[src/rtl/differential_drive_odometry_assert.svh]
// Assertion macros shared by the odometry RTL.
// Each expects clk_i and rst_ni in the scope where it is used.
`ifndef DIFFERENTIAL_DRIVE_ODOMETRY_ASSERT_SVH
`define DIFFERENTIAL_DRIVE_ODOMETRY_ASSERT_SVH

// Same-cycle implication
`define DDO_ASSERT_IMPL(lbl, cond, prop, msg) \
  lbl: assert property (@(posedge clk_i) disable iff (!rst_ni) (cond) |-> (prop)) \
    else $error(msg);

// Next-cycle implication
`define DDO_ASSERT_NEXT(lbl, cond, prop, msg) \
  lbl: assert property (@(posedge clk_i) disable iff (!rst_ni) (cond) |=> (prop)) \
    else $error(msg);

`endif

[src/rtl/ddo_pkg.sv]
package ddo_pkg;

  localparam int unsigned CORDIC_STEPS_DEF = 16;
  localparam int unsigned ATAN_LEN = 24;
  localparam int unsigned VW = 34;            // CORDIC vector width, Q2.30 plus headroom
  localparam int unsigned DIV_NW = 77;        // dividend width: 57-bit magnitude times 10^6
  localparam logic [19:0] US_PER_S = 20'd1000000;
  localparam logic signed [VW-1:0] CORDIC_GAIN = 34'sd652032874;

  localparam logic [31:0] MPT_RESET = 32'd1349461;
  localparam logic [23:0] HG_RESET = 24'd26076;
  localparam logic [7:0] REG_MPT = 8'd0;
  localparam logic [7:0] REG_HG = 8'd1;

  localparam logic [1:0] ST_PRIMED = 2'd0;
  localparam logic [1:0] ST_UPDATED = 2'd1;
  localparam logic [1:0] ST_INVALID = 2'd2;
  localparam logic [1:0] ST_ZERO_DT = 2'd3;

  typedef enum logic [3:0] {
    S_IDLE, S_ML, S_MR, S_MH, S_CS, S_CW, S_MX, S_MY,
    S_DLS, S_DLW, S_DAS, S_DAW, S_DONE
  } state_e;

  typedef struct packed {
    logic        start;
    logic [31:0] angle;
  } cordic_req_t;

  typedef struct packed {
    logic                 done;
    logic signed [VW-1:0] cos_v;
    logic signed [VW-1:0] sin_v;
  } cordic_rsp_t;

  typedef struct packed {
    logic              start;
    logic [DIV_NW-1:0] dividend;
    logic [31:0]       divisor;
  } div_req_t;

  typedef struct packed {
    logic              done;
    logic [DIV_NW-1:0] quot;
  } div_rsp_t;

  // Arctangent of 2^-i as a 32-bit binary angle
  function automatic logic [31:0] atan_lut(input logic [4:0] i);
    logic [31:0] r;
    unique case (i)
      5'd0: r = 32'd536870912;  5'd1: r = 32'd316933406;  5'd2: r = 32'd167458907;
      5'd3: r = 32'd85004756;   5'd4: r = 32'd42667331;   5'd5: r = 32'd21354465;
      5'd6: r = 32'd10679838;   5'd7: r = 32'd5340245;    5'd8: r = 32'd2670163;
      5'd9: r = 32'd1335087;    5'd10: r = 32'd667544;    5'd11: r = 32'd333772;
      5'd12: r = 32'd166886;    5'd13: r = 32'd83443;     5'd14: r = 32'd41722;
      5'd15: r = 32'd20861;     5'd16: r = 32'd10430;     5'd17: r = 32'd5215;
      5'd18: r = 32'd2608;      5'd19: r = 32'd1304;      5'd20: r = 32'd652;
      5'd21: r = 32'd326;       5'd22: r = 32'd163;       5'd23: r = 32'd81;
      default: r = 32'd0;
    endcase
    return r;
  endfunction

  // Clamp a wide signed value to 32 bits signed
  function automatic logic signed [31:0] sat32(input logic signed [67:0] v);
    logic signed [31:0] r;
    if (v > 68'sd2147483647) r = 32'sh7FFF_FFFF;
    else if (v < -68'sd2147483648) r = 32'sh8000_0000;
    else r = v[31:0];
    return r;
  endfunction

  // Put the sign back on a rate magnitude and clamp
  function automatic logic [31:0] sat_rate(input logic [DIV_NW-1:0] q, input logic neg);
    logic        hi;
    logic [31:0] r;
    hi = |q[DIV_NW-1:32];
    if (neg) begin
      if (hi || (q[31] && (|q[30:0]))) r = 32'h8000_0000;
      else r = ~q[31:0] + 32'd1;
    end else begin
      if (hi || q[31]) r = 32'h7FFF_FFFF;
      else r = q[31:0];
    end
    return r;
  endfunction

endpackage

[src/rtl/ddo_div.sv]
module ddo_div (
  input  logic             clk_i,
  input  logic             rst_ni,
  input  ddo_pkg::div_req_t req_i,
  output ddo_pkg::div_rsp_t rsp_o
);
  import ddo_pkg::*;

  localparam int unsigned CW = $clog2(DIV_NW);

  logic [31:0] rem_q, rem_d, dvs_q, dvs_d;
  logic [DIV_NW-1:0] num_q, num_d, quot_q, quot_d;
  logic [CW-1:0] cnt_q, cnt_d;
  logic busy_q, busy_d, done_q, done_d;
  logic [32:0] trial;
  logic ge;

  always_comb begin
    trial = {rem_q, num_q[DIV_NW-1]};
    ge = trial >= {1'b0, dvs_q};
    rem_d = rem_q; dvs_d = dvs_q; num_d = num_q; quot_d = quot_q;
    cnt_d = cnt_q; busy_d = busy_q; done_d = 1'b0;
    if (req_i.start) begin
      rem_d = '0;
      dvs_d = req_i.divisor;
      num_d = req_i.dividend;
      quot_d = '0;
      cnt_d = '0;
      busy_d = 1'b1;
    end else if (busy_q) begin
      // one restoring step per cycle, quotient bits from the top
      rem_d = ge ? 32'(trial - {1'b0, dvs_q}) : trial[31:0];
      quot_d = {quot_q[DIV_NW-2:0], ge};
      num_d = {num_q[DIV_NW-2:0], 1'b0};
      if (cnt_q == CW'(DIV_NW - 1)) begin
        busy_d = 1'b0;
        done_d = 1'b1;
      end else begin
        cnt_d = cnt_q + 1'b1;
      end
    end
  end

  always_ff @(posedge clk_i or negedge rst_ni) begin
    if (!rst_ni) begin
      busy_q <= 1'b0;
      done_q <= 1'b0;
      cnt_q <= '0;
    end else begin
      busy_q <= busy_d;
      done_q <= done_d;
      cnt_q <= cnt_d;
    end
  end

  always_ff @(posedge clk_i) begin
    rem_q <= rem_d;
    dvs_q <= dvs_d;
    num_q <= num_d;
    quot_q <= quot_d;
  end

  assign rsp_o.done = done_q;
  assign rsp_o.quot = quot_q;

endmodule

[config.mk]
export PLATFORM = sky130hd
export DESIGN_NAME = ddo_div
export DESIGN_NICKNAME = d
export VERILOG_FILES = /design/src/rtl/differential_drive_odometry_assert.svh /design/src/rtl/ddo_pkg.sv /design/src/rtl/ddo_div.sv
export SDC_FILE = /design/constraint.sdc
export NUM_CORES = 1
export LEC_CHECK = 0
export ABC_CLOCK_PERIOD_IN_PS = 8200
export BUFFER_PORTS_ARGS = -buffer_cell sky130_fd_sc_hd__buf_4
export CORE_ASPECT_RATIO = 1.75
export CORE_UTILIZATION = 60
export CTS_CLUSTER_DIAMETER = 120
export DETAILED_ROUTE_END_ITERATION = 8
export GPL_TIMING_DRIVEN = 0
export HOLD_SLACK_MARGIN = 0.02
export PLACE_DENSITY = 0.85
export SYNTH_ARGS = -nofsm -noshare
export SYNTH_HDL_FRONTEND = slang
export SYNTH_SLANG_ARGS = --single-unit
[constraint.sdc]
create_clock -name clk_i -period 8.2 [get_ports clk_i]
set_input_delay 0.41 -clock clk_i [delete_from_list [all_inputs] [get_ports clk_i]]
set_output_delay 0.41 -clock clk_i [all_outputs]
set_load 0.02 [all_outputs]
Word-level counts from Yosys, hierarchy flattened
Cells that the tools add are included. W data, S select, Z words.

Bits in registers: 227. Word-level logic and storage cells: 26. Output and inout bits: 78. Input bits: 112.

Multiplexer cells: 12. Add/sub/neg operators: 2. Reductions and logical operators: 2. Eq/ne operators: 2. Magnitude comparators: 1.

Operators with widths (count): $mux W77 (2); $ge A33 B32 Y1 (1); $mux W32 (1); $sub A32 B32 Y32 (1); $mux W7 (3); $add A7 B1 Y7 const B (1); $eq A7 B7 Y1 const B (1); $mux W1 (6); $ne A2 B2 Y1 const B (1); $reduce_and A2 Y1 (1); $reduce_bool A2 Y1 (1).

Depth between registers and ports, before layout
Depth after elaboration: 4. Depth in mapped cells: 14. Gate-level depth less buffers: 12.

Least setup slack after synthesis
No wires, ideal clock.

Path type: reg2reg. From: reg dvs_q[10]. To: reg rem_q[0]. Buffers on the path: 1. Setup time: 0.086 ns. Clock period less this slack: 2.735 ns. Cell stages (with the launch flop): 12. Arrival: 2.649 ns. Data required time: 8.114 ns. Slack: 5.465 ns. Cells stage by stage: edfxtp_1 > inv_1 > ha_1 > and3_1 > a21oi_1 > or3_1 > o21bai_2 > a31oi_1 > o41ai_2 > buf_4 > mux2_2 > a211oi_1.

Word-level cells in the longest chain between the ends: 2.

RTL lines: start: declaration (RTL line ddo_div.sv:11) `logic [31:0] rem_q, rem_d, dvs_q, dvs_d;`; start signal: assignment (RTL line ddo_div.sv:58) `dvs_q <= dvs_d;`; $ge A33 B32 Y1 (RTL line ddo_div.sv:20) `ge = trial >= {1'b0, dvs_q};`; $mux W32 (RTL line ddo_div.sv:32) `rem_d = ge ? 32'(trial - {1'b0, dvs_q}) : trial[31:0];`; end signal: assignment (RTL line ddo_div.sv:57) `rem_q <= rem_d;`; end: declaration (RTL line ddo_div.sv:11).

No other way between the ends. A chain may end at the register's enable or synchronous reset.

Worst setup path in the final report
From: reg dvs_q[12]. To: reg rem_q[0].

The elaborated chain is that of the path after synthesis.

==> flow_summary.ini <==
[route]
vias = 7779
wl_um = 24600
drt_iter0_drc = 277
top_layer = met4
met1_length_um = 8680
dr_wl_met3_um = 1420
ant_nets = 0
vias_per_cell = 5.61
route.met2.wl_um = 12900
drtPass1Iterations = 5
wire_per_inst_um = 17.7
drc = 0

[die]
rows = 63
fp.dieW_um = 102
ios = 190
die-area_sq_um = 18100
initial_core_util = 0.618
die_h_um = 177
fp.coreArea_sq_um = 17000

[min_path]
hold_depth = 1
hp-class = in -> reg
min_to = dvs_q[31]
hp-start = req_i[31]

[clock_tree]
clock-root-buffer = clkbuf_16
cts_tree = built
htree_levels = 1
numCtsBuffers = 22
cts.sinks = 227
insertion_delay_ps = 500
cts.repair.resized = 0
clk_pin_slew_ps = 70
cts_max_path_buffers = 3

[setup_path]
regToRegEndpoint = rem_q[0]
crit_path_max_incr_delay_ps = 410
reg2reg_depth = 11
crit_slowest_cell = ha_1
path_max_fanout = 9
cp.arrival_ps = 3690
crit_path_start_kind = register
worstReg2RegStart = dvs_q[12]
crit_path_end_kind = register
required_ps = 8600
setup.worst_path.class = reg -> reg
regToRegSetupSlack_ps = 4920
cp_cell_sequence = inv_1, ha_1, and3_1, a21oi_1, or3_1, o21bai_2, a31oi_1, o41ai_2, buf_4, mux2_2, a211oi_1

[finish]
stdcell_count = 1386
postLayoutCoreUtil = 0.764
fin_area_sq_um = 13000
drive_above_1_share = 0.269
layout-area-overhead-vs-synth_pct = 23.5
nets = 1289

[sta]
tightest_slew_ps = 950
timing.final.crit_period_ps = 3280
timing.slew.headroom = 0.367
finalClockSkew_ps = 8.78
max_freq_ghz = 0.305
worst_slack_ps = 4920
hold_viol = 0
setup_tns_ps = 0
setup_viol = 0
final.period_utilization = 0.400
holdWs_ps = 81.0
slew_violations = 0
rsz0062_at_grt = false

[grt]
grt_antenna_before_repair = 1
grt_max_degree = 78
grt_pass1_vias = 8051
grt_first_pass_wirelength_um = 38400
grt_use_total = 0.274
grt_remaining_overflow = 0

[place]
dpl.hpwl_um = 17900
dpl-instance-area_sq_um = 12200
dp_cells = 1344
portBuffers = 189
gp_congestion = 0.939
dp_slack_ps = 5000

[synth]
synthesis.nets = 1075
syn_inst = 928
synth_seq_cells = 227
yosysUniqueCellTypes = 56
ys_seq_area_frac = 0.540
synth_edf_count = 109
syn_area_per_cell_sq_um = 11.3
syn-cell-area_sq_um = 10500
async_flop_share = 0.0396
yosys_warnings = 0
synth_flop_cell = edfxtp_1

[pwr]
p_per_area_nw_per_um2 = 194
leakagePower_nw = 5.95
clkPwrFrac = 0.421
power_switching_share = 0.214
p_sw_uw = 542
internal_power_mw = 1.99
finalPower_mw = 2.53
combPwrFrac = 0.077
seqPwrFrac = 0.502
irDropWorstVdd_v = 0.000176

[run]
maxCapViolCount = 0

[outcome]
status = finished, final reports clean
-- cell usage in the layout (no fill, tap or decap), drive strengths merged, types with 7 or more instances in the layout --
cell and count:
inv 55, nor3 7, a211oi 13, o21ai 31, nand4 9, xnor2 19
a21oi 42, clkbuf 66, dfrtp 9, ha 34, xor2 14, dfxtp 109
edfxtp 109, mux2i 102, buf 203, mux2 77, nand3 13, nor2 108
nand2 54
-- layer usage --
metal,global-route usage,vias to the layer above
li1,-,3732
met2,0.492,233
met4,0.168,0
met1,0.277,3712
met3,0.0664,102
met5,0,-
-- worst max-delay path: cells and delay by family (launching register included) --
family / cells / cell delay, ps
flops: 1 / 320
mux: 1 / 360
fa+ha+maj: 1 / 410
compound gates: 5 / 1080
buf+inv: 2 / 320
simple gates: 2 / 680
-- Yosys cell counts (2+ instances only) --
cell type | n | area share
nand4b_1 | 2 | 0.0017
o21bai_1 | 4 | 0.0029
dfxtp_1 | 109 | 0.21
o2111ai_1 | 3 | 0.0025
or3_1 | 3 | 0.0018
nor2_1 | 108 | 0.039
edfxtp_1 | 109 | 0.31
xor2_1 | 14 | 0.012
o221ai_1 | 4 | 0.0033
o22ai_1 | 3 | 0.0018
nand2_1 | 54 | 0.019
nand4_1 | 9 | 0.0053
mux2i_1 | 102 | 0.097
nor4_1 | 2 | 0.0012
nand3_1 | 13 | 0.0062
buf_1 | 8 | 0.0029
nand2b_1 | 6 | 0.0036
a41oi_1 | 2 | 0.0017
a21oi_1 | 42 | 0.020
a31oi_1 | 5 | 0.0030
a211oi_1 | 13 | 0.0093
ha_1 | 34 | 0.040
a21o_1 | 6 | 0.0043
a21boi_0 | 3 | 0.0021
xnor2_1 | 19 | 0.016
a2bb2oi_1 | 3 | 0.0025
clkbuf_1 | 32 | 0.011
and3_1 | 3 | 0.0018
dfrtp_1 | 9 | 0.021
o31a_1 | 2 | 0.0017
buf_4 | 3 | 0.0021
nor3_1 | 7 | 0.0033
inv_1 | 53 | 0.019
nor2b_1 | 6 | 0.0036
and2_1 | 4 | 0.0024
o21a_1 | 2 | 0.0014
nor3b_1 | 2 | 0.0014
mux2_2 | 77 | 0.082
o211ai_1 | 2 | 0.0014
o21ai_0 | 30 | 0.014
-- cells by family after synthesis --
logic type / after synthesis / share of synthesized area
AO/OA/AOI/OAI: 133 / 0.0802
flip-flops: 227 / 0.540
adder cells (fa/ha/maj): 35 / 0.0423
buffers and inverters: 99 / 0.0387
multiplexers: 179 / 0.179
AND/OR/NAND/NOR: 222 / 0.0922
XOR/XNOR: 33 / 0.0275
-- registers in the layout (all words and copies together) (netlist names) --
register,flops
dvs_q,32
done_q,1
cnt_q,7
busy_q,1
rem_q,32
num_q,77
quot_q,77
-- power by group through the flow --
stage	registers (mW)	logic (mW)	clock network (mW)
4_1_cts	1.27	0.194	1.08
3_3_place_gp	1.29	0.186	0
6_report	1.27	0.194	1.06
5_1_grt	1.27	0.212	1.12
3_5_place_dp	1.29	0.193	0
2_1_floorplan	1.28	0.120	0
-- final cells by class --
| class | count | area, sq um |
|---|---|---|
| diodes | 1 | 2.50 |
| well taps | 227 | 284 |
| clock buffers | 34 | 678 |
| clock inverters | 6 | 82.6 |
| flip-flops and latches | 227 | 5680 |
| fillers | 1181 | 4020 |
| plain buffers | 46 | 209 |
| repair buffers | 190 | 1430 |
| multi-input cells | 602 | 4440 |
| inverters | 53 | 201 |
-- how the worst max path moves through the flow --
stage,from,end
after floorplan,dvs_q[10],rem_q[0]
after global placement,req_i[109],num_q[37]
after detailed placement,dvs_q[12],rem_q[0]
after CTS,dvs_q[12],rem_q[0]
after global routing,dvs_q[12],rem_q[0]
final,dvs_q[12],rem_q[0]
-- timing repair --
item,4_1_cts,5_1_grt
hold buffers,1,0
setup buffers,0,0
endpoints found under the hold margin,9,0
(Power assumes the default switching activity.)
