### src/rtl/differential_drive_odometry_assert.svh
// Assertion macros shared by the odometry RTL.
// Each expects clk_i and rst_ni in the scope where it is used.
`ifndef DIFFERENTIAL_DRIVE_ODOMETRY_ASSERT_SVH
`define DIFFERENTIAL_DRIVE_ODOMETRY_ASSERT_SVH

// Same-cycle implication
`define DDO_ASSERT_IMPL(lbl, cond, prop, msg) \
  lbl: assert property (@(posedge clk_i) disable iff (!rst_ni) (cond) |-> (prop)) \
    else $error(msg);

// Next-cycle implication
`define DDO_ASSERT_NEXT(lbl, cond, prop, msg) \
  lbl: assert property (@(posedge clk_i) disable iff (!rst_ni) (cond) |=> (prop)) \
    else $error(msg);

`endif

### src/rtl/ddo_pkg.sv
package ddo_pkg;

  localparam int unsigned CORDIC_STEPS_DEF = 16;
  localparam int unsigned ATAN_LEN = 24;
  localparam int unsigned VW = 34;            // CORDIC vector width, Q2.30 plus headroom
  localparam int unsigned DIV_NW = 77;        // dividend width: 57-bit magnitude times 10^6
  localparam logic [19:0] US_PER_S = 20'd1000000;
  localparam logic signed [VW-1:0] CORDIC_GAIN = 34'sd652032874;

  localparam logic [31:0] MPT_RESET = 32'd1349461;
  localparam logic [23:0] HG_RESET = 24'd26076;
  localparam logic [7:0] REG_MPT = 8'd0;
  localparam logic [7:0] REG_HG = 8'd1;

  localparam logic [1:0] ST_PRIMED = 2'd0;
  localparam logic [1:0] ST_UPDATED = 2'd1;
  localparam logic [1:0] ST_INVALID = 2'd2;
  localparam logic [1:0] ST_ZERO_DT = 2'd3;

  typedef enum logic [3:0] {
    S_IDLE, S_ML, S_MR, S_MH, S_CS, S_CW, S_MX, S_MY,
    S_DLS, S_DLW, S_DAS, S_DAW, S_DONE
  } state_e;

  typedef struct packed {
    logic        start;
    logic [31:0] angle;
  } cordic_req_t;

  typedef struct packed {
    logic                 done;
    logic signed [VW-1:0] cos_v;
    logic signed [VW-1:0] sin_v;
  } cordic_rsp_t;

  typedef struct packed {
    logic              start;
    logic [DIV_NW-1:0] dividend;
    logic [31:0]       divisor;
  } div_req_t;

  typedef struct packed {
    logic              done;
    logic [DIV_NW-1:0] quot;
  } div_rsp_t;

  // Arctangent of 2^-i as a 32-bit binary angle
  function automatic logic [31:0] atan_lut(input logic [4:0] i);
    logic [31:0] r;
    unique case (i)
      5'd0: r = 32'd536870912;  5'd1: r = 32'd316933406;  5'd2: r = 32'd167458907;
      5'd3: r = 32'd85004756;   5'd4: r = 32'd42667331;   5'd5: r = 32'd21354465;
      5'd6: r = 32'd10679838;   5'd7: r = 32'd5340245;    5'd8: r = 32'd2670163;
      5'd9: r = 32'd1335087;    5'd10: r = 32'd667544;    5'd11: r = 32'd333772;
      5'd12: r = 32'd166886;    5'd13: r = 32'd83443;     5'd14: r = 32'd41722;
      5'd15: r = 32'd20861;     5'd16: r = 32'd10430;     5'd17: r = 32'd5215;
      5'd18: r = 32'd2608;      5'd19: r = 32'd1304;      5'd20: r = 32'd652;
      5'd21: r = 32'd326;       5'd22: r = 32'd163;       5'd23: r = 32'd81;
      default: r = 32'd0;
    endcase
    return r;
  endfunction

  // Clamp a wide signed value to 32 bits signed
  function automatic logic signed [31:0] sat32(input logic signed [67:0] v);
    logic signed [31:0] r;
    if (v > 68'sd2147483647) r = 32'sh7FFF_FFFF;
    else if (v < -68'sd2147483648) r = 32'sh8000_0000;
    else r = v[31:0];
    return r;
  endfunction

  // Put the sign back on a rate magnitude and clamp
  function automatic logic [31:0] sat_rate(input logic [DIV_NW-1:0] q, input logic neg);
    logic        hi;
    logic [31:0] r;
    hi = |q[DIV_NW-1:32];
    if (neg) begin
      if (hi || (q[31] && (|q[30:0]))) r = 32'h8000_0000;
      else r = ~q[31:0] + 32'd1;
    end else begin
      if (hi || q[31]) r = 32'h7FFF_FFFF;
      else r = q[31:0];
    end
    return r;
  endfunction

endpackage

### src/rtl/ddo_cordic.sv
module ddo_cordic #(
  parameter int unsigned STEPS = 16
) (
  input  logic                clk_i,
  input  logic                rst_ni,
  input  ddo_pkg::cordic_req_t req_i,
  output ddo_pkg::cordic_rsp_t rsp_o
);
  import ddo_pkg::*;

  localparam int unsigned CW = $clog2(STEPS);

  logic signed [VW-1:0] x_q, x_d, y_q, y_d, z_q, z_d;
  logic [CW-1:0] cnt_q, cnt_d;
  logic busy_q, busy_d, done_q, done_d, flip_q, flip_d;
  logic [31:0] a_plus, a_fold;
  logic signed [VW-1:0] xs, ys, at;

  always_comb begin
    a_plus = req_i.angle + 32'h4000_0000;
    a_fold = a_plus[31] ? (req_i.angle + 32'h8000_0000) : req_i.angle;
    xs = x_q >>> cnt_q;
    ys = y_q >>> cnt_q;
    at = VW'(atan_lut(5'(cnt_q)));
    x_d = x_q; y_d = y_q; z_d = z_q;
    cnt_d = cnt_q; busy_d = busy_q; flip_d = flip_q;
    done_d = 1'b0;
    if (req_i.start) begin
      // load folded angle and the unit vector scaled by the inverse gain
      flip_d = a_plus[31];
      z_d = {{(VW-32){a_fold[31]}}, a_fold};
      x_d = CORDIC_GAIN;
      y_d = '0;
      cnt_d = '0;
      busy_d = 1'b1;
    end else if (busy_q) begin
      // rotate toward zero residual angle
      if (!z_q[VW-1]) begin
        x_d = x_q - ys; y_d = y_q + xs; z_d = z_q - at;
      end else begin
        x_d = x_q + ys; y_d = y_q - xs; z_d = z_q + at;
      end
      if (cnt_q == CW'(STEPS - 1)) begin
        busy_d = 1'b0;
        done_d = 1'b1;
      end else begin
        cnt_d = cnt_q + 1'b1;
      end
    end
  end

  always_ff @(posedge clk_i or negedge rst_ni) begin
    if (!rst_ni) begin
      busy_q <= 1'b0;
      done_q <= 1'b0;
      cnt_q <= '0;
    end else begin
      busy_q <= busy_d;
      done_q <= done_d;
      cnt_q <= cnt_d;
    end
  end

  always_ff @(posedge clk_i) begin
    x_q <= x_d;
    y_q <= y_d;
    z_q <= z_d;
    flip_q <= flip_d;
  end

  assign rsp_o.done = done_q;
  assign rsp_o.cos_v = flip_q ? -x_q : x_q;
  assign rsp_o.sin_v = flip_q ? -y_q : y_q;

endmodule

### config.mk
export PLATFORM = sky130hd
export DESIGN_NAME = ddo_cordic
export DESIGN_NICKNAME = d
export VERILOG_FILES = /design/src/rtl/differential_drive_odometry_assert.svh /design/src/rtl/ddo_pkg.sv /design/src/rtl/ddo_cordic.sv
export SDC_FILE = /design/constraint.sdc
export NUM_CORES = 1
export LEC_CHECK = 0
export ABC_CLOCK_PERIOD_IN_PS = 6900
export BUFFER_PORTS_ARGS = -buffer_cell sky130_fd_sc_hd__buf_2
export CORE_MARGIN = 2
export CORE_UTILIZATION = 50
export DETAILED_ROUTE_END_ITERATION = 12
export PLACE_DENSITY = 0.76
export SYNTH_ARGS = -nofsm -noshare
export SYNTH_HDL_FRONTEND = slang
export SYNTH_SLANG_ARGS = --single-unit
### constraint.sdc
create_clock -name clk_i -period 6.9 [get_ports clk_i]
set_clock_uncertainty 0.05 [all_clocks]
set_input_delay 0.69 -clock clk_i [delete_from_list [all_inputs] [get_ports clk_i]]
set_output_delay 0.69 -clock clk_i [all_outputs]
set_load 0.05 [all_outputs]
Yosys cells after proc, flatten, opt, wreduce, memory -nomap -nowiden
Memory sizes are Yosys's and may differ from the RTL's.
Cells that the tools add are included.
Word-level totals
  register bits: 109
  memory bits (read-only): 480
  output and inout bits: 69
  word-level logic and storage cells: 42
  memories: 1
Cells by class
  add/sub/neg operators: 11
  eq/ne operators: 2
  shift operators: 2
  multiplexer cells: 17
  reductions and logical operators: 2
Memory list
  (no name shown): words 16, width 30, rd ports 1, clocked after Yosys merged registers in 0, wr ports 0, RTL line ddo_pkg.sv:50  | unique case (i)
Operators with widths (count)
  two-way mux 34 bit: 7
  adder 34 bit: 2
  negation 34 bit: 2
  >>> shifter 34 x 4 -> 34 bit: 2
  subtractor 34 bit: 2
  adder 34 x 33 -> 34 bit: 1
  subtractor 34 x 33 -> 34 bit: 1
  adder 32 x 31 -> 32 bit, second input constant: 1
  adder 32 bit, second input constant: 1
  two-way mux 32 bit: 1
  two-way mux 4 bit: 3
  two-way mux 1 bit: 6
  adder 4 x 1 -> 4 bit, second input constant: 1
  equality test 4 bit, second input constant: 1
  inequality test 2 bit, second input constant: 1
  AND reduction 2 bit: 1
  nonzero test 2 bit: 1

Longest topological paths before layout
An unclocked memory read counts as a cell.
  depth in word-level cells: 5
  mapped depth: 32

Least setup slack after synthesis
No wires, ideal clock.
  kind: flip-flop to flip-flop
  start: reg cnt_q[1]
  end: reg z_q[29] (data pin)
  library setup time: 0.267 ns
  data arrival time: 5.801 ns
  required time: 6.583 ns
  path slack: 0.782 ns
  cell stages (with the launch flop): 30
  buffers on the path: 5
  clock period less this slack: 6.118 ns
  cells stage by stage: dfrtp_1 -> buf_2 -> inv_2 -> buf_1 -> buf_2 -> buf_2 -> ha_1 -> nor2_1 -> a211oi_1 -> a31oi_1 -> nand3_1 -> nor3_1 -> and3_1 -> nand2_1 -> or2_2 -> and2_1 -> buf_2 -> xor2_1 -> ha_1 -> a21o_1 -> a21oi_1 -> nor2b_1 -> or4_1 -> o221a_2 -> nand2_1 -> nand3b_1 -> a21o_1 -> a21oi_1 -> xor2_1 -> o21ai_0
Between the ends
  word-level cells in the longest chain between the ends: 5
Ends and longest elaborated chain
  start: declaration: RTL line ddo_cordic.sv:14  | logic [CW-1:0] cnt_q, cnt_d;
  start signal: assignment: RTL line ddo_cordic.sv:60  | cnt_q <= cnt_d;
  memory (16 x 30 bit) *
  subtractor 34 x 33 -> 34 bit or adder 34 x 33 -> 34 bit (tied branches): RTL line ddo_cordic.sv:39, ddo_cordic.sv:41
  two-way mux 34 bit *: RTL line ddo_cordic.sv:38  | if (!z_q[VW-1]) begin
  two-way mux 34 bit *: RTL line ddo_cordic.sv:36  | end else if (busy_q) begin
  two-way mux 34 bit *: RTL line ddo_cordic.sv:28  | if (req_i.start) begin
  named net z_d[29]: RTL line ddo_cordic.sv:13  | logic signed [VW-1:0] x_q, x_d, y_q, y_d, z_q, z_d;
  end signal: assignment: RTL line ddo_cordic.sv:67  | z_q <= z_d;
  end: declaration: RTL line ddo_cordic.sv:13
The timed path passes the listed nets; every way through them passes the cells marked *. The select of a mux whose other input is x is not followed.
A chain may end at the register's enable or synchronous reset.

Worst setup path in the final report
  start: reg cnt_q[3]
  end: reg x_q[33]
Between the ends
  word-level cells in the longest chain between the ends: 3
Ends and longest elaborated chain
  >>> shifter 34 x 4 -> 34 bit *: RTL line ddo_cordic.sv:23  | ys = y_q >>> cnt_q;
  subtractor 34 bit or adder 34 bit (tied branches): RTL line ddo_cordic.sv:39, ddo_cordic.sv:41
  two-way mux 34 bit *: RTL line ddo_cordic.sv:38
  end signal: assignment: RTL line ddo_cordic.sv:65  | x_q <= x_d;
  end: declaration: RTL line ddo_cordic.sv:13
Mark *: on every way between the ends. The rest lies on a longest branch, timed or not.

==> flow_summary_export.csv <==
group,metric,value,unit
status,outcome,"complete, no violations",
logic_synthesis,post-synth-top-count-cell,"nand2_1",
timing,final-setup-viol-count,0,
clock_tree,clkSinkCount,109,
clock_tree,clock-root-buffer,"clkbuf_16",
global_route,grt_pass1_vias,15470,
timing,relSlewSlack,32.17,%
logic_synthesis,ys_top_cells_by_area,"mux4_2 9.9%, ha_1 8.3%, dfxtp_1 8.0%",
logic_synthesis,synth-compound-area-share,21.69,%
worst_setup_path,crit_cells,21,
worst_setup_path,cp_data_arrival_time,6.62,ns
timing,timing.fmax,155.9,MHz
logic_synthesis,ys_ff_latch,109,
hold_path,hp-class,"in2async",
timing,rsz0062_at_grt,"no",
logic_synthesis,syn_area_per_cell,7.952,um2
worst_setup_path,crit_end,"x_q[33]$_SDFFE_PP0P_",
route,viasPerCell,6.489,
logic_synthesis,ys_warn_count,0,
clock_tree,cts_tree,"done",
logic_synthesis,ys_top_cells_by_count,"239 x nand2_1, 183 x nor2_1, 170 x o21ai_0",
timing,tightest_slew,1.007,ns
logic_synthesis,synthCells,2152,
global_route,grt_max_degree,81,
timing,min_period,6.416,ns
timing,fin_crit_sh,92.99,%
route,vias,16820,
run,maxCapViolations,0,
clock_tree,clock_insertion_delay_worst_skew,0.40,ns
worst_setup_path,crit_path_max_incr_delay,0.80,ns
clock_tree,h-tree-depth,3,
worst_setup_path,cp_num_buf_inv,1,
timing,layout_setup_ws,0.4836,ns
cells_and_area,antennaDiodeCount,0,
logic_synthesis,synth_mux_area_share,18.61,%
logic_synthesis,synth-adder-area-share,8.745,%
logic_synthesis,synth_cell_types,102,
worst_setup_path,crit_path_end_kind,"register",
logic_synthesis,synth_top_cell_by_area,"mux4_2",
clock_tree,numCtsBuffers,9,
die,die_h,189,um
global_route,antenna_found_initial,0,
logic_synthesis,ys.flop_type,"dfxtp_1",
global_route,grt_remaining_overflow,0,
clock_tree,holdBufCountCts,0,
logic_synthesis,syn-cell-area,17110,um2
global_route,grtUsageTotal,29.40,%
cells_and_area,stdcell_area,18080,um2
die,fp.coreArea,33620,um2
clock_tree,cts.reportedPaths.clkPinSlew,0.09,ns
worst_setup_path,cp_slowest_cell,"dfrtp_4",
die,start_util,50.91,%
logic_synthesis,synth-seq-area-share,14.97,%
logic_synthesis,synth_xor_area_share,12.28,%
worst_setup_path,crit_fanout,47,
place,post_dp_cell_area,17780,um2
logic_synthesis,synth_top_family_by_area,"compound AO/OA/AOI/OAI gates",
timing,finalMaxSlewViolations,0,
route,drt_pass1_iterations,6,
worst_setup_path,required,7.10,ns
die,dieArea,35720,um2
place,placed_cells,2576,
cells_and_area,final_nets,2291,
logic_synthesis,synth-simple-area-share,18.23,%
timing,hold_viol_final,0,
route,wl_per_cell,20.69,um
worst_setup_path,rr_startpoint,"cnt_q[3]$_DFFE_PN0P_",
place,pre_cts_slack,0.6580,ns
timing,finalSetupTns,0,ns
logic_synthesis,synth_edf_count,35,
route,drc,0,
worst_setup_path,cpLargestDelayFamily,"simple AND/OR/NAND/NOR gates",
worst_setup_path,crit_start,"cnt_q[3]$_DFFE_PN0P_",
cells_and_area,syn2layout_area_growth,5.637,%
worst_setup_path,path_class,"reg2reg",
logic_synthesis,synthesis.nets,2304,
clock_tree,cts_buffer_depth,2,
worst_setup_path,reg2reg_slack,0.48,ns
route,drt_iter0_drc,1804,
place,dpl.hpwl,39790,um
route,routed_wl,53630,um
die,row_count,67,
place,io_buffers,103,
worst_setup_path,reg2regPathDepth,21,
global_route,grt_first_pass_wirelength,84860,um
clock_tree,cts_setup_buffers,0,
die,die-width,189,um
die,io_pins,104,
worst_setup_path,crit_path_start_kind,"register",
worst_setup_path,rr_endpoint,"x_q[33]$_SDFFE_PP0P_",
clock_tree,cts-resized-gates,0,
logic_synthesis,synth_top_area_share,9.871,%
logic_synthesis,postSynth.asyncResetShare,5.505,%
route,ant_nets,0,
cells_and_area,drive_above_1_share,15.44,%
cells_and_area,stdcell_count,2592,
worst_setup_path,crit_chain,"buf_4 > mux4_2 > mux4_2 > nor2_1 > and3_1 > nand3_1 > nor4bb_1 > nor2b_1 > and2_0 > nor2_1 > xnor2_1 > ha_1 > and4_1 > nand2_1 > o21ai_0 > o31ai_1 > a31oi_1 > a311o_1 > xnor2_1 > a21o_1 > a21oi_1",
place,place_congestion,0.9778,
[cells in the final DEF, fill, tap and decap left out, types with 20 or more instances in the layout]
cell and n:
nand2_1 239, nor2_1 182, o21ai_0 170, a21oi_1 169, xnor2_1 155, ha_1 114, buf_2 102, xor2_1 85
mux2i_1 77, mux4_2 75, dfxtp_1 68, mux2_2 56, a21o_1 51, inv_1 44, buf_4 38, nand3_1 37
nor3_1 35, edfxtp_1 35, nand2b_1 25, o31ai_1 24, a31oi_1 23, nor2b_1 22, a211oi_1 20
[state kept, by name, indices dropped and copies added, names as in the netlist]
signal  count
busy_q      1
done_q      1
flip_q      1
x_q        34
y_q        34
z_q        34
cnt_q       4
[per-layer routing]
layer  global-route usage (%)  wire [um]  vias to the layer above
met3                    3.670       4185                      132
met2                    46.41      24150                      755
li1                         -          -                     7839
met5                        0          0                        -
met1                    40.53      23130                     8093
met4                    12.47       2169                        0
[layout make-up]
class	instances	area [um2]
clock buffer	9	225.2
clock inverter	7	76.32
fill	3116	15540
inverter	49	183.9
multi-input combinational	1828	13620
sequential	109	2579
tap	448	560.5
timing repair buffer	142	835.8
[worst min-delay path by stage]
stage | startpoint | to | slack (ns) | cells past startpoint
after floorplan | rst_ni | busy_q$_DFF_PN0_ | 0.34 | 0
after global placement | rst_ni | done_q$_DFF_PN0_ | 0.48 | 1
after detailed placement | rst_ni | done_q$_DFF_PN0_ | 0.49 | 1
after CTS | rst_ni | cnt_q[2]$_DFFE_PN0P_ | 0.07 | 1
after global routing | rst_ni | cnt_q[0]$_DFFE_PN0P_ | 0.07 | 1
final | rst_ni | done_q$_DFF_PN0_ | 0.07 | 1
[per-stage QoR]
stage                     util (%)  hold WS (ns)
after floorplan                  -        0.3444
after global placement       52.88        0.4840
after detailed placement     52.88        0.4881
after CTS                    53.78       0.06950
after global routing         53.78       0.07307
final                        53.78       0.06970
[worst reg2reg max path, stage by stage, from the launching register on]
cell and delay, ns:
dfrtp_4 0.80, buf_4 0.37, mux4_2 0.41, mux4_2 0.53, nor2_1 0.14, and3_1 0.19
nand3_1 0.15, nor4bb_1 0.58, nor2b_1 0.28, and2_0 0.35, nor2_1 0.10, xnor2_1 0.16
ha_1 0.38, and4_1 0.19, nand2_1 0.08, o21ai_0 0.12, o31ai_1 0.40, a31oi_1 0.20
a311o_1 0.40, xnor2_1 0.20, a21o_1 0.15, a21oi_1 0.05
[kinds of logic after synthesis]
| family | Yosys count |
|---|---|
| multiplexers | 215 |
| XOR/XNOR | 240 |
| AO/OA/AOI/OAI | 594 |
| AND/OR/NAND/NOR | 661 |
| adder cells (fa/ha/maj) | 118 |
| buffers and inverters | 215 |
| flip-flops | 109 |
Power is left out: the tool's default activity adds up to more than one toggle a clock period on the data nets, which glitch-free logic cannot reach.
